File: config.mk
export PLATFORM = sky130hd
export DESIGN_NAME = line_editor_with_echo_top
export DESIGN_NICKNAME = d
export VERILOG_FILES = /design/src/rtl/lnedit_pkg.sv /design/src/rtl/lnedit_store.sv /design/src/rtl/line_editor_with_echo_top.sv
export SDC_FILE = /design/constraint.sdc
export NUM_CORES = 2
export LEC_CHECK = 0
export ABC_AREA = 1
export BUFFER_PORTS_ARGS = -buffer_cell sky130_fd_sc_hd__buf_4
export CAP_MARGIN = 30
export CORE_ASPECT_RATIO = 0.5
export CORE_MARGIN = 4
export CORE_UTILIZATION = 44
export CTS_CLUSTER_SIZE = 8
export DETAILED_ROUTE_END_ITERATION = 8
export PLACE_DENSITY_LB_ADDON = 0.05
export RECOVER_POWER = 100
export SETUP_SLACK_MARGIN = 0.3
export SLEW_MARGIN = 40
export SYNTH_ARGS = -nofsm -noshare
export SYNTH_HDL_FRONTEND = slang
export SYNTH_SLANG_ARGS = --single-unit
File: constraint.sdc
create_clock -name clk_i -period 3.09 [get_ports clk_i]
set_input_delay 0.1545 -clock clk_i [delete_from_list [all_inputs] [get_ports clk_i]]
set_output_delay 0.1545 -clock clk_i [all_outputs]
set_load 0.01 [all_outputs]
File: src/rtl/lnedit_pkg.sv
// Line editor package: result kinds, register indexes, character codes,
// the pending-request type handed from decode to the output sequencer.
// No dependencies.
`default_nettype none

package lnedit_pkg;

  localparam int unsigned LINE_DEPTH_DEF = 256;
  localparam int unsigned CHAR_W         = 8;
  localparam int unsigned LEN_W          = 8;

  localparam logic [7:0] MAX_LEN_RST = 8'd64;
  localparam logic       ECHO_EN_RST = 1'b1;

  // register indexes
  localparam logic REG_MAX_LEN = 1'b0;
  localparam logic REG_ECHO_EN = 1'b1;

  // operations
  localparam logic OP_RX   = 1'b0;
  localparam logic OP_READ = 1'b1;

  // result kinds
  localparam logic [1:0] KIND_ECHO = 2'd0;
  localparam logic [1:0] KIND_DONE = 2'd1;
  localparam logic [1:0] KIND_READ = 2'd2;

  // characters
  localparam logic [7:0] CH_LF    = 8'h0A;
  localparam logic [7:0] CH_CR    = 8'h0D;
  localparam logic [7:0] CH_SPACE = 8'h20;
  localparam logic [7:0] CH_TILDE = 8'h7E;
  localparam logic [7:0] CH_BS    = 8'h08;
  localparam logic [7:0] CH_NUL   = 8'h00;

  typedef enum logic [2:0] {
    JOB_READ,
    JOB_DONE,
    JOB_ECHO,
    JOB_ECHO_DONE,
    JOB_BS
  } job_kind_e;

  // one accepted request's pending results
  typedef struct packed {
    job_kind_e         kind;
    logic [CHAR_W-1:0] ch;
    logic [LEN_W-1:0]  len;
    logic              hit;  // read index below length
  } job_t;

endpackage

`default_nettype wire

File: src/rtl/lnedit_store.sv
// Line editor character store: one write port, one registered read port.
// Depends on nothing; sized by the top level.
`default_nettype none

module lnedit_store #(
  parameter int unsigned DEPTH = 256,
  parameter int unsigned AW    = $clog2(DEPTH),
  parameter int unsigned DW    = 8
) (
  input  wire logic          clk_i,
  input  wire logic          we_i,
  input  wire logic [AW-1:0] waddr_i,
  input  wire logic [DW-1:0] wdata_i,
  input  wire logic          re_i,
  input  wire logic [AW-1:0] raddr_i,
  output logic      [DW-1:0] rdata_o
);

  logic [DW-1:0] mem [DEPTH];
  logic [DW-1:0] rdata_q;

  always_ff @(posedge clk_i) begin
    if (we_i) begin
      mem[waddr_i] <= wdata_i;
    end
  end

  always_ff @(posedge clk_i) begin
    if (re_i) begin
      rdata_q <= mem[raddr_i];
    end
  end

  assign rdata_o = rdata_q;

endmodule

`default_nettype wire

File: src/rtl/line_editor_with_echo_top.sv
// Line editor with echo, top level: decode, line state, output sequencer.
// Depends on lnedit_pkg and lnedit_store.
`default_nettype none

// Usage:
//   Input channel (in_valid_i/in_ready_o) carries one request: operation_i
//   selects receive (rx_char_i) or read (read_index_i). Output channel
//   (out_valid_o/out_ready_i) carries results; last_o marks the final result
//   of a request. A request gives zero to three results.
//   Line state and the store are updated at the accepting edge, so the next
//   request may follow in the next cycle. Results appear in the cycle after
//   acceptance and leave one per cycle while out_ready_i is high; the output
//   register holds them until the last is taken, and the next request is taken
//   in the cycle its predecessor's last result is taken. The single output
//   register sets the sustained request rate.
//   Read data comes from the store's registered read port.
//   Reset empties the line (length 0, open) and sets max_len 64, echo on;
//   store contents are undefined until written. If the receiver stalls, the
//   current result holds and in_ready_o drops until the last pending result
//   is taken. The user must write configuration only while idle, through
//   cfg_we_i/cfg_addr_i/cfg_wdata_i; the block does not enforce this.

module line_editor_with_echo_top #(
  parameter int unsigned LINE_DEPTH = lnedit_pkg::LINE_DEPTH_DEF
) (
  input  wire logic       clk_i,
  input  wire logic       rst_ni,
  input  wire logic       cfg_we_i,
  input  wire logic       cfg_addr_i,
  input  wire logic [7:0] cfg_wdata_i,
  input  wire logic       in_valid_i,
  output logic            in_ready_o,
  input  wire logic       operation_i,
  input  wire logic [7:0] rx_char_i,
  input  wire logic [7:0] read_index_i,
  output logic            out_valid_o,
  input  wire logic       out_ready_i,
  output logic      [1:0] result_kind_o,
  output logic      [7:0] byte_out_o,
  output logic      [7:0] line_length_o,
  output logic            last_o
);

  localparam int unsigned AW       = $clog2(LINE_DEPTH);
  localparam logic [7:0]  LAST_IDX = 8'(LINE_DEPTH - 1);

  logic [7:0] max_len_q;
  logic       echo_en_q;
  logic [7:0] count_q, count_d;
  logic       closed_q, closed_d;

  lnedit_pkg::job_t job_q, job_d;
  logic             job_valid_q, job_valid_d;
  logic [1:0]       step_q, step_d;
  logic             job_load;

  logic [7:0] lim_raw, lim, cnt0, cnt1;
  logic       accept, printable, wr_en, rd_en, at_last, adv, fin;
  logic [7:0] rdata;

  // config
  always_ff @(posedge clk_i or negedge rst_ni) begin
    if (!rst_ni) begin
      max_len_q <= lnedit_pkg::MAX_LEN_RST;
      echo_en_q <= lnedit_pkg::ECHO_EN_RST;
    end else if (cfg_we_i) begin
      case (cfg_addr_i)
        lnedit_pkg::REG_MAX_LEN: max_len_q <= cfg_wdata_i;
        lnedit_pkg::REG_ECHO_EN: echo_en_q <= cfg_wdata_i[0];
        default: ;
      endcase
    end
  end

  assign lim_raw   = (max_len_q == 8'd0) ? 8'd0 : max_len_q - 8'd1;
  assign lim       = (lim_raw > LAST_IDX) ? LAST_IDX : lim_raw;
  assign cnt0      = closed_q ? 8'd0 : count_q;
  assign cnt1      = cnt0 + 8'd1;
  assign printable = (rx_char_i >= lnedit_pkg::CH_SPACE) &&
                     (rx_char_i <= lnedit_pkg::CH_TILDE);

  assign adv        = job_valid_q && out_ready_i;
  assign fin        = adv && at_last;
  assign in_ready_o = !job_valid_q || fin;
  assign accept     = in_valid_i && in_ready_o;

  // decode and line state update
  always_comb begin
    count_d     = count_q;
    closed_d    = closed_q;
    job_load    = 1'b0;
    job_d       = job_q;
    wr_en       = 1'b0;
    rd_en       = 1'b0;
    if (accept) begin
      if (operation_i == lnedit_pkg::OP_READ) begin
        rd_en     = 1'b1;
        job_load  = 1'b1;
        job_d.kind = lnedit_pkg::JOB_READ;
        job_d.ch  = lnedit_pkg::CH_NUL;
        job_d.len = count_q;
        job_d.hit = read_index_i < count_q;
      end else begin
        count_d  = cnt0;
        closed_d = 1'b0;
        job_d.ch  = rx_char_i;
        job_d.hit = 1'b0;
        job_d.len = cnt0;
        if (cnt0 >= lim || rx_char_i == lnedit_pkg::CH_LF ||
            rx_char_i == lnedit_pkg::CH_CR) begin
          closed_d   = 1'b1;
          job_load   = 1'b1;
          job_d.kind = lnedit_pkg::JOB_DONE;
        end else if (printable) begin
          wr_en     = 1'b1;
          count_d   = cnt1;
          job_d.len = cnt1;
          if (cnt1 >= lim) begin
            closed_d   = 1'b1;
            job_load   = 1'b1;
            job_d.kind = echo_en_q ? lnedit_pkg::JOB_ECHO_DONE : lnedit_pkg::JOB_DONE;
          end else begin
            job_load   = echo_en_q;
            job_d.kind = lnedit_pkg::JOB_ECHO;
          end
        end else if (rx_char_i == lnedit_pkg::CH_BS && cnt0 != 8'd0) begin
          count_d    = cnt0 - 8'd1;
          job_d.len  = cnt0 - 8'd1;
          job_load   = echo_en_q;
          job_d.kind = lnedit_pkg::JOB_BS;
        end
      end
    end
  end

  lnedit_store #(
    .DEPTH (LINE_DEPTH),
    .AW    (AW),
    .DW    (lnedit_pkg::CHAR_W)
  ) u_store (
    .clk_i   (clk_i),
    .we_i    (wr_en),
    .waddr_i (cnt0[AW-1:0]),
    .wdata_i (rx_char_i),
    .re_i    (rd_en),
    .raddr_i (read_index_i[AW-1:0]),
    .rdata_o (rdata)
  );

  // output sequencer
  always_comb begin
    case (job_q.kind)
      lnedit_pkg::JOB_ECHO_DONE: at_last = (step_q == 2'd1);
      lnedit_pkg::JOB_BS:        at_last = (step_q == 2'd2);
      default:                   at_last = 1'b1;
    endcase
  end

  always_comb begin
    job_valid_d = job_valid_q;
    step_d      = step_q;
    if (job_load) begin
      job_valid_d = 1'b1;
      step_d      = 2'd0;
    end else if (fin) begin
      job_valid_d = 1'b0;
    end else if (adv) begin
      step_d = step_q + 2'd1;
    end
  end

  always_ff @(posedge clk_i or negedge rst_ni) begin
    if (!rst_ni) begin
      count_q     <= 8'd0;
      closed_q    <= 1'b0;
      job_valid_q <= 1'b0;
      step_q      <= 2'd0;
    end else begin
      count_q     <= count_d;
      closed_q    <= closed_d;
      job_valid_q <= job_valid_d;
      step_q      <= step_d;
    end
  end

  always_ff @(posedge clk_i) begin
    if (job_load) begin
      job_q <= job_d;
    end
  end

  always_comb begin
    result_kind_o = lnedit_pkg::KIND_ECHO;
    byte_out_o    = job_q.ch;
    case (job_q.kind)
      lnedit_pkg::JOB_READ: begin
        result_kind_o = lnedit_pkg::KIND_READ;
        byte_out_o    = job_q.hit ? rdata : lnedit_pkg::CH_NUL;
      end
      lnedit_pkg::JOB_DONE: begin
        result_kind_o = lnedit_pkg::KIND_DONE;
        byte_out_o    = lnedit_pkg::CH_NUL;
      end
      lnedit_pkg::JOB_ECHO_DONE: begin
        if (step_q != 2'd0) begin
          result_kind_o = lnedit_pkg::KIND_DONE;
          byte_out_o    = lnedit_pkg::CH_NUL;
        end
      end
      lnedit_pkg::JOB_BS: begin
        byte_out_o = (step_q == 2'd1) ? lnedit_pkg::CH_SPACE : lnedit_pkg::CH_BS;
      end
      default: ;
    endcase
  end

  assign out_valid_o   = job_valid_q;
  assign line_length_o = job_q.len;
  assign last_o        = at_last;

endmodule

`default_nettype wire

After elaboration in Yosys (flattened, before gate mapping). Memory sizes are Yosys's and may differ from the RTL's. A register that Yosys moved wholly into a read port is not among the register bits. Cells that the tools add are included.

Bits of input ports: 31. Memories kept: 1. Output and inout bits: 21. Bits in read-only memories: 0. Memory bits (writable): 2048. Register bits after elaboration: 41. Latch bits: 0.

Bitwise gates (word level): 2. Add/subtract/negate cells: 4. Eq/ne operators: 9. Div/mod/pow operators: 0. Muxes and demuxes: 41. Shift-type cells: 0. $lt $le $gt $ge: 6. Reduce and logical (&&, ||, !) cells: 23. $mul: 0.

Memories: u_store.mem (depth 256, width 8, read ports 1, clocked after Yosys merged registers in 1, write ports 1, RTL line lnedit_store.sv:19) `logic [DW-1:0] mem [DEPTH];`.

Operators with widths (count): 2-to-1 mux 8 bit (8); one-hot mux 8 bit (4 select lines) (1); == test 8 x 4 -> 1 bit (second input constant) (3); 2-to-1 mux 1 bit (21); >= comparator 8 bit (2); subtractor 8 x 1 -> 8 bit (second input constant) (2); 2-to-1 mux 2 bit (5); AND reduction 2 bit (5); 2-to-1 mux 9 bit (1); adder 8 x 1 -> 8 bit (second input constant) (1); >= comparator 8 x 6 -> 1 bit (second input constant) (1); > comparator 8 bit (second input constant) (1); less-or-equal comparator 8 x 7 -> 1 bit (second input constant) (1); logical NOT 8 bit (1); < comparator 8 bit (1); nonzero test 8 bit (1); 2-to-1 mux 3 bit (2); 2-to-1 mux 6 bit (1); one-hot mux 2 bit (3 select lines) (1); nonzero test 2 bit (3); logical AND 1 bit (5); nonzero test 4 bit (1); == test 3 x 1 -> 1 bit (second input constant) (1); == test 3 x 2 -> 1 bit (second input constant) (1); 12 further kinds (15).

Logic depth before layout (Yosys ltp).
Depth in word-level cells: 12. Gate-level depth with buffers: 19. Mapped depth without buffers: 19.

By module. A second synthesis with hierarchy kept.

Cell total of the unflattened synthesis: 7478. Area total of the unflattened synthesis: 86863.3 sq um.

By module, submodules not included: lnedit_store (cells an instance 7003, area an instance 83476.3 sq um, times used 1, seq. area each 61739.2 sq um); line_editor_with_echo_top (cells an instance 475, area an instance 3387.0 sq um, times used 1, seq. area each 1128.6 sq um).

Worst setup path after synthesis. Ideal clock, no wire load.

Path kind: reg-to-reg. Start: register max_len_q[0]. End: memory u_store.mem[134][0], enable pin. Buffers on the path: 1. Clock period less this slack: 3.374 ns. Slack: -0.284 ns. Setup time: 0.370 ns. Cell stages (with the launch flop): 17. Arrival time: 3.004 ns. Cells stage by stage: dfrtp_1 -> inv_1 -> ha_1 -> nand4_1 -> inv_1 -> or2_2 -> ha_1 -> a21oi_1 -> o21ai_0 -> nand2_1 -> nand3_1 -> nor2_1 -> nand3_4 -> nor2_4 -> nand2_4 -> buf_6 -> nor2_1.

Cells in the longest elaborated chain, start to end: 12.

Ends and longest elaborated chain: start: declaration (RTL line line_editor_with_echo_top.sv:47) `logic [7:0] max_len_q;`; start signal: assignment (RTL line line_editor_with_echo_top.sv:64) `max_len_q <= lnedit_pkg::MAX_LEN_RST;`; start signal: assignment (RTL line line_editor_with_echo_top.sv:68) `lnedit_pkg::REG_MAX_LEN: max_len_q <= cfg_wdata_i;`; subtractor 8 x 1 -> 8 bit or logical NOT 8 bit (tied branches) (RTL line line_editor_with_echo_top.sv:75) `assign lim_raw = (max_len_q == 8'd0) ? 8'd0 : max_len_q - 8'd1;`; 2-to-1 mux 8 bit * (RTL line line_editor_with_echo_top.sv:75); > comparator 8 bit (RTL line line_editor_with_echo_top.sv:76) `assign lim = (lim_raw > LAST_IDX) ? LAST_IDX : lim_raw;`; 2-to-1 mux 8 bit * (RTL line line_editor_with_echo_top.sv:76); >= comparator 8 bit * (RTL line line_editor_with_echo_top.sv:109) `if (cnt0 >= lim || rx_char_i == lnedit_pkg::CH_LF ||`; logical OR 1 bit * (2 in a row) (RTL line line_editor_with_echo_top.sv:109); 2-to-1 mux 1 bit * (RTL line line_editor_with_echo_top.sv:109); 2-to-1 mux 1 bit * (RTL line line_editor_with_echo_top.sv:96) `if (operation_i == lnedit_pkg::OP_READ) begin`; 2-to-1 mux 1 bit * (RTL line line_editor_with_echo_top.sv:95) `if (accept) begin`; 2-to-1 mux 1 bit * (RTL line lnedit_store.sv:23) `if (we_i) begin`; 2-to-1 mux 1 bit (not written as such) * (RTL line lnedit_store.sv:24) `mem[waddr_i] <= wdata_i;`; end: declaration (RTL line lnedit_store.sv:19).

Mark *: on every way between the ends. The rest lies on a longest branch, timed or not.

Worst setup path in the final report.
Start: input rx_char_i[5]. End: memory u_store.mem[59][5] (data pin).

RTL lines: start: declaration (RTL line line_editor_with_echo_top.sv:34) `input wire logic [7:0] rx_char_i,`.

No word-level cell before the write port.

==> flow_summary.ini <==
[place]
dp_cells = 10000
place_congestion = 0.905
io_buffers = 51
dp_slack_ns = -0.408
hpwl_um = 177000

[run]
maxCapViolCount = 9

[synth]
synth-simple-area-share_pct = 23.3
synth_mux_area_share_pct = 0.0261
syn_area_per_cell_um2 = 11.6
yosysUniqueCellTypes = 39
yosys_warnings = 0
synth_top_family_by_area = simple AND/OR/NAND/NOR gates
syn_inst = 7427
synth_fa_ha_area_share_pct = 0.463
ys.flop_type = edfxtp_1
synth-compound-area-share_pct = 0.413
synth_edf_count = 2076
synth_top_area_share_pct = 72.2
synth_xor_area_share_pct = 0.112
synth_top_area_cell = edfxtp_1
synth_nets = 7490
ys_seq_elements = 2097
synth.area.top_cells = edfxtp_1, nand3_1, nand2_1
syn-cell-area_mm2 = 0.0864
seq_area_frac_synth_pct = 72.8
async_reset_ff_share_pct = 1.00

[global_routing]
antenna_found_initial = 9
grt_pass1_vias = 58500
overflow = 0
grt_pass1_wl_um = 406000
track_usage_pct = 27.5
grt_max_degree = 161

[worst_setup_path]
max_stage_delay_ns = 1.71
endpoint_kind = flop
start_kind = input port
path_cells = dlygate4sd3_1 > clkbuf_1 > clkbuf_2 > buf_4
critPathBufInv = 4
critPathSlowestCell = clkbuf_2
worst_ep_required_time_ns = 3.58
cp.arrival_ns = 3.98
cp_top_family = buffers and inverters
critPathKind = in -> reg
crit_cells = 4
crit_path_max_fanout = 65
ff2ff_path_depth = 19

[pwr]
power.switching_mw = 18.0
vdd_drop_max_v = 0.000626
swShare_pct = 25.9
p_leak_nw = 36.5
p_per_area_mw_per_mm2 = 676
combinationalPowerShare_pct = 12.6
total_power_mw = 69.7
power_frac_seq_pct = 45.4
clockPowerShare_pct = 41.9
internal_power_mw = 51.6

[final_layout]
drive_gt1_share_pct = 14.4
final_cells = 10400
nets = 7845
fill_cells = 16500
syn_to_final_growth_pct = 19.3
diodes = 0

[timing]
skew_ns = 0.0447
tightest_slew_ns = 2.38
final.setup.worst_slack_ns = -0.392
slew_headroom_pct = -58.9
min_period_ns = 3.48
slew_viol_final = 332
final_hold_viol_count = 0
tns_ns = -360.71
period_share_pct = 113
rsz0062_at_grt = true
fmax_mhz = 287
finalSetupViolCount = 2368

[run_status]
violations = max-capacitance violations, max-slew violations, negative setup slack
status = finished, violations left

[drt]
wire_per_inst_um = 27.1
vias = 60200
firstDrtPassIters = 6
via_per_inst = 5.78
drt_iter0_markers = 7795
ant_nets = 0
wirelength_um = 283000
drc_errors = 0

[clocking]
htree_levels = 5
ctsRootBufferMaster = clkbuf_16
clock-sinks = 2097
cts_tree = done
clock_latency_ns = 0.84
path_clk_slew_ns = 0.06
cts_made_buffers = 304
clk_path_buf_depth = 4

[floorplanning]
die_area_mm2 = 0.204
start_util_pct = 44.5
ios = 52
core_area_mm2 = 0.194
die_h_um = 321
die_x_um = 635
rows = 114

[worst_hold_path]
min_path_type = in -> reg
hold_depth = 4
## area by class of cell
class | instances | area, µm² | area share (%)
Clock buffer | 324 | 7850 | 7.62
Timing Repair Buffer | 546 | 5810 | 5.64
Inverter | 98 | 393 | 0.381
Clock inverter | 15 | 178 | 0.172
Tap cell | 2610 | 3270 | 3.17
Multi-Input combinational cell | 4735 | 22700 | 22.0
Sequential cell | 2097 | 62900 | 61.0
## through the flow
stage | util [%] | area [µm²] | hold slack [ns]
floorplan | - | 87800 | -0.141
global placement | 48.4 | 94000 | 0.0693
detailed placement | 48.4 | 94000 | 0.0702
CTS | 53.0 | 103000 | 0.0286
global route | 53.0 | 103000 | 0.0768
finish | 53.0 | 103000 | 0.0818
## synth_stat cells (2+ instances only)
master,instances
a21oi_1,24
buf_1,78
buf_2,160
buf_4,11
buf_6,4
clkbuf_1,244
dfrtp_1,19
dfstp_2,2
edfxtp_1,2076
ha_1,32
inv_1,91
inv_2,6
mux2_2,2
nand2_1,2207
nand2_2,12
nand2_4,4
nand3_1,2055
nand3_2,2
nand4_1,6
nor2_1,316
nor2_2,7
nor2_4,6
nor2_8,2
nor3_1,8
o211ai_1,3
o21ai_0,25
o21ai_1,3
xor2_1,11
## power groups by stage
stage	sequential, mW	combinational [mW]	clock [mW]
2_1_floorplan	32.1	3.72	0
6_report	31.6	8.81	29.2
5_1_grt	31.6	9.38	31.1
4_1_cts	31.6	8.74	29.7
3_3_place_gp	32.2	8.58	0
3_5_place_dp	32.2	8.54	0
## layer usage
layer / GRT usage, % / vias up / part of all wire, %
met1: 41.6 / 29900 / 45
met5: 0 / - / 0.014
met4: 6.96 / 6 / 2.5
met2: 40.4 / 2905 / 43
met3: 5.84 / 436 / 9.7
li1: - / 26900 / -
## tightest hold or removal path, delay by kind of cell
family                 cells  cell delay (ns)
and+or+nand+nor            1             0.32
buffers and inverters      2             0.14
muxes                      1             0.24
## cell usage in the layout, fill, tap and decap left out, types with 13 or more instances in the layout
| cell | n |
|---|---|
| a21oi_1 | 21 |
| buf_12 | 112 |
| buf_4 | 311 |
| buf_6 | 49 |
| clkbuf_1 | 30 |
| clkbuf_16 | 314 |
| dfrtp_1 | 19 |
| dlygate4sd3_1 | 38 |
| edfxtp_1 | 2076 |
| ha_1 | 29 |
| inv_1 | 75 |
| inv_2 | 18 |
| nand2_1 | 2196 |
| nand2_2 | 13 |
| nand3_1 | 2052 |
| nor2_1 | 94 |
| nor2_2 | 52 |
| nor2_4 | 183 |
| o21ai_0 | 18 |
## cell families (layout without fill, tap and decap cells)
logic type                 after synthesis  in the layout
AOI/OAI and AO/OA                       63             63
xor gates and xnor gates                11             11
adders and majority gates               32             32
buffers and inverters                  595            983
DFF                                   2097           2097
muxes                                    2              2
and+or+nand+nor                       4627           4627
## sequential cells by signal (all words and copies together) (netlist names)
| name | cells |
|---|---|
| max_len_q | 8 |
| echo_en_q | 1 |
| line_length_o | 8 |
| u_store.rdata_o | 8 |
| closed_q | 1 |
| out_valid_o | 1 |
| step_q | 2 |
| count_q | 8 |
| u_store.mem | 2048 |
| job_q | 12 |
## timing repair
item	CTS	global route
hold endpoints to repair	356	0
pin swaps	10	12
endpoints found under the setup margin	2089	2099
hold buffers	39	0
gates cloned	3	2
setup buffers	9	5
resized for setup	81	59
## final timing paths
check                                                to  slack (ns)                startpoint
max                        u_store.mem[59][5]$_DFFE_PP_       -0.39              rx_char_i[5]
min                            max_len_q[4]$_DFFE_PN0P_        0.08                cfg_addr_i
max reg2reg                u_store.mem[38][5]$_DFFE_PP_       -0.28  max_len_q[1]$_DFFE_PN0P_
min reg2reg                       step_q[1]$_DFFE_PN0P_        0.58     step_q[1]$_DFFE_PN0P_
max in group asynchronous      max_len_q[7]$_DFFE_PN0P_        1.40                    rst_ni
min in group asynchronous      max_len_q[6]$_DFFE_PN1P_        0.55                    rst_ni
Power figures use the tool's default switching activity.
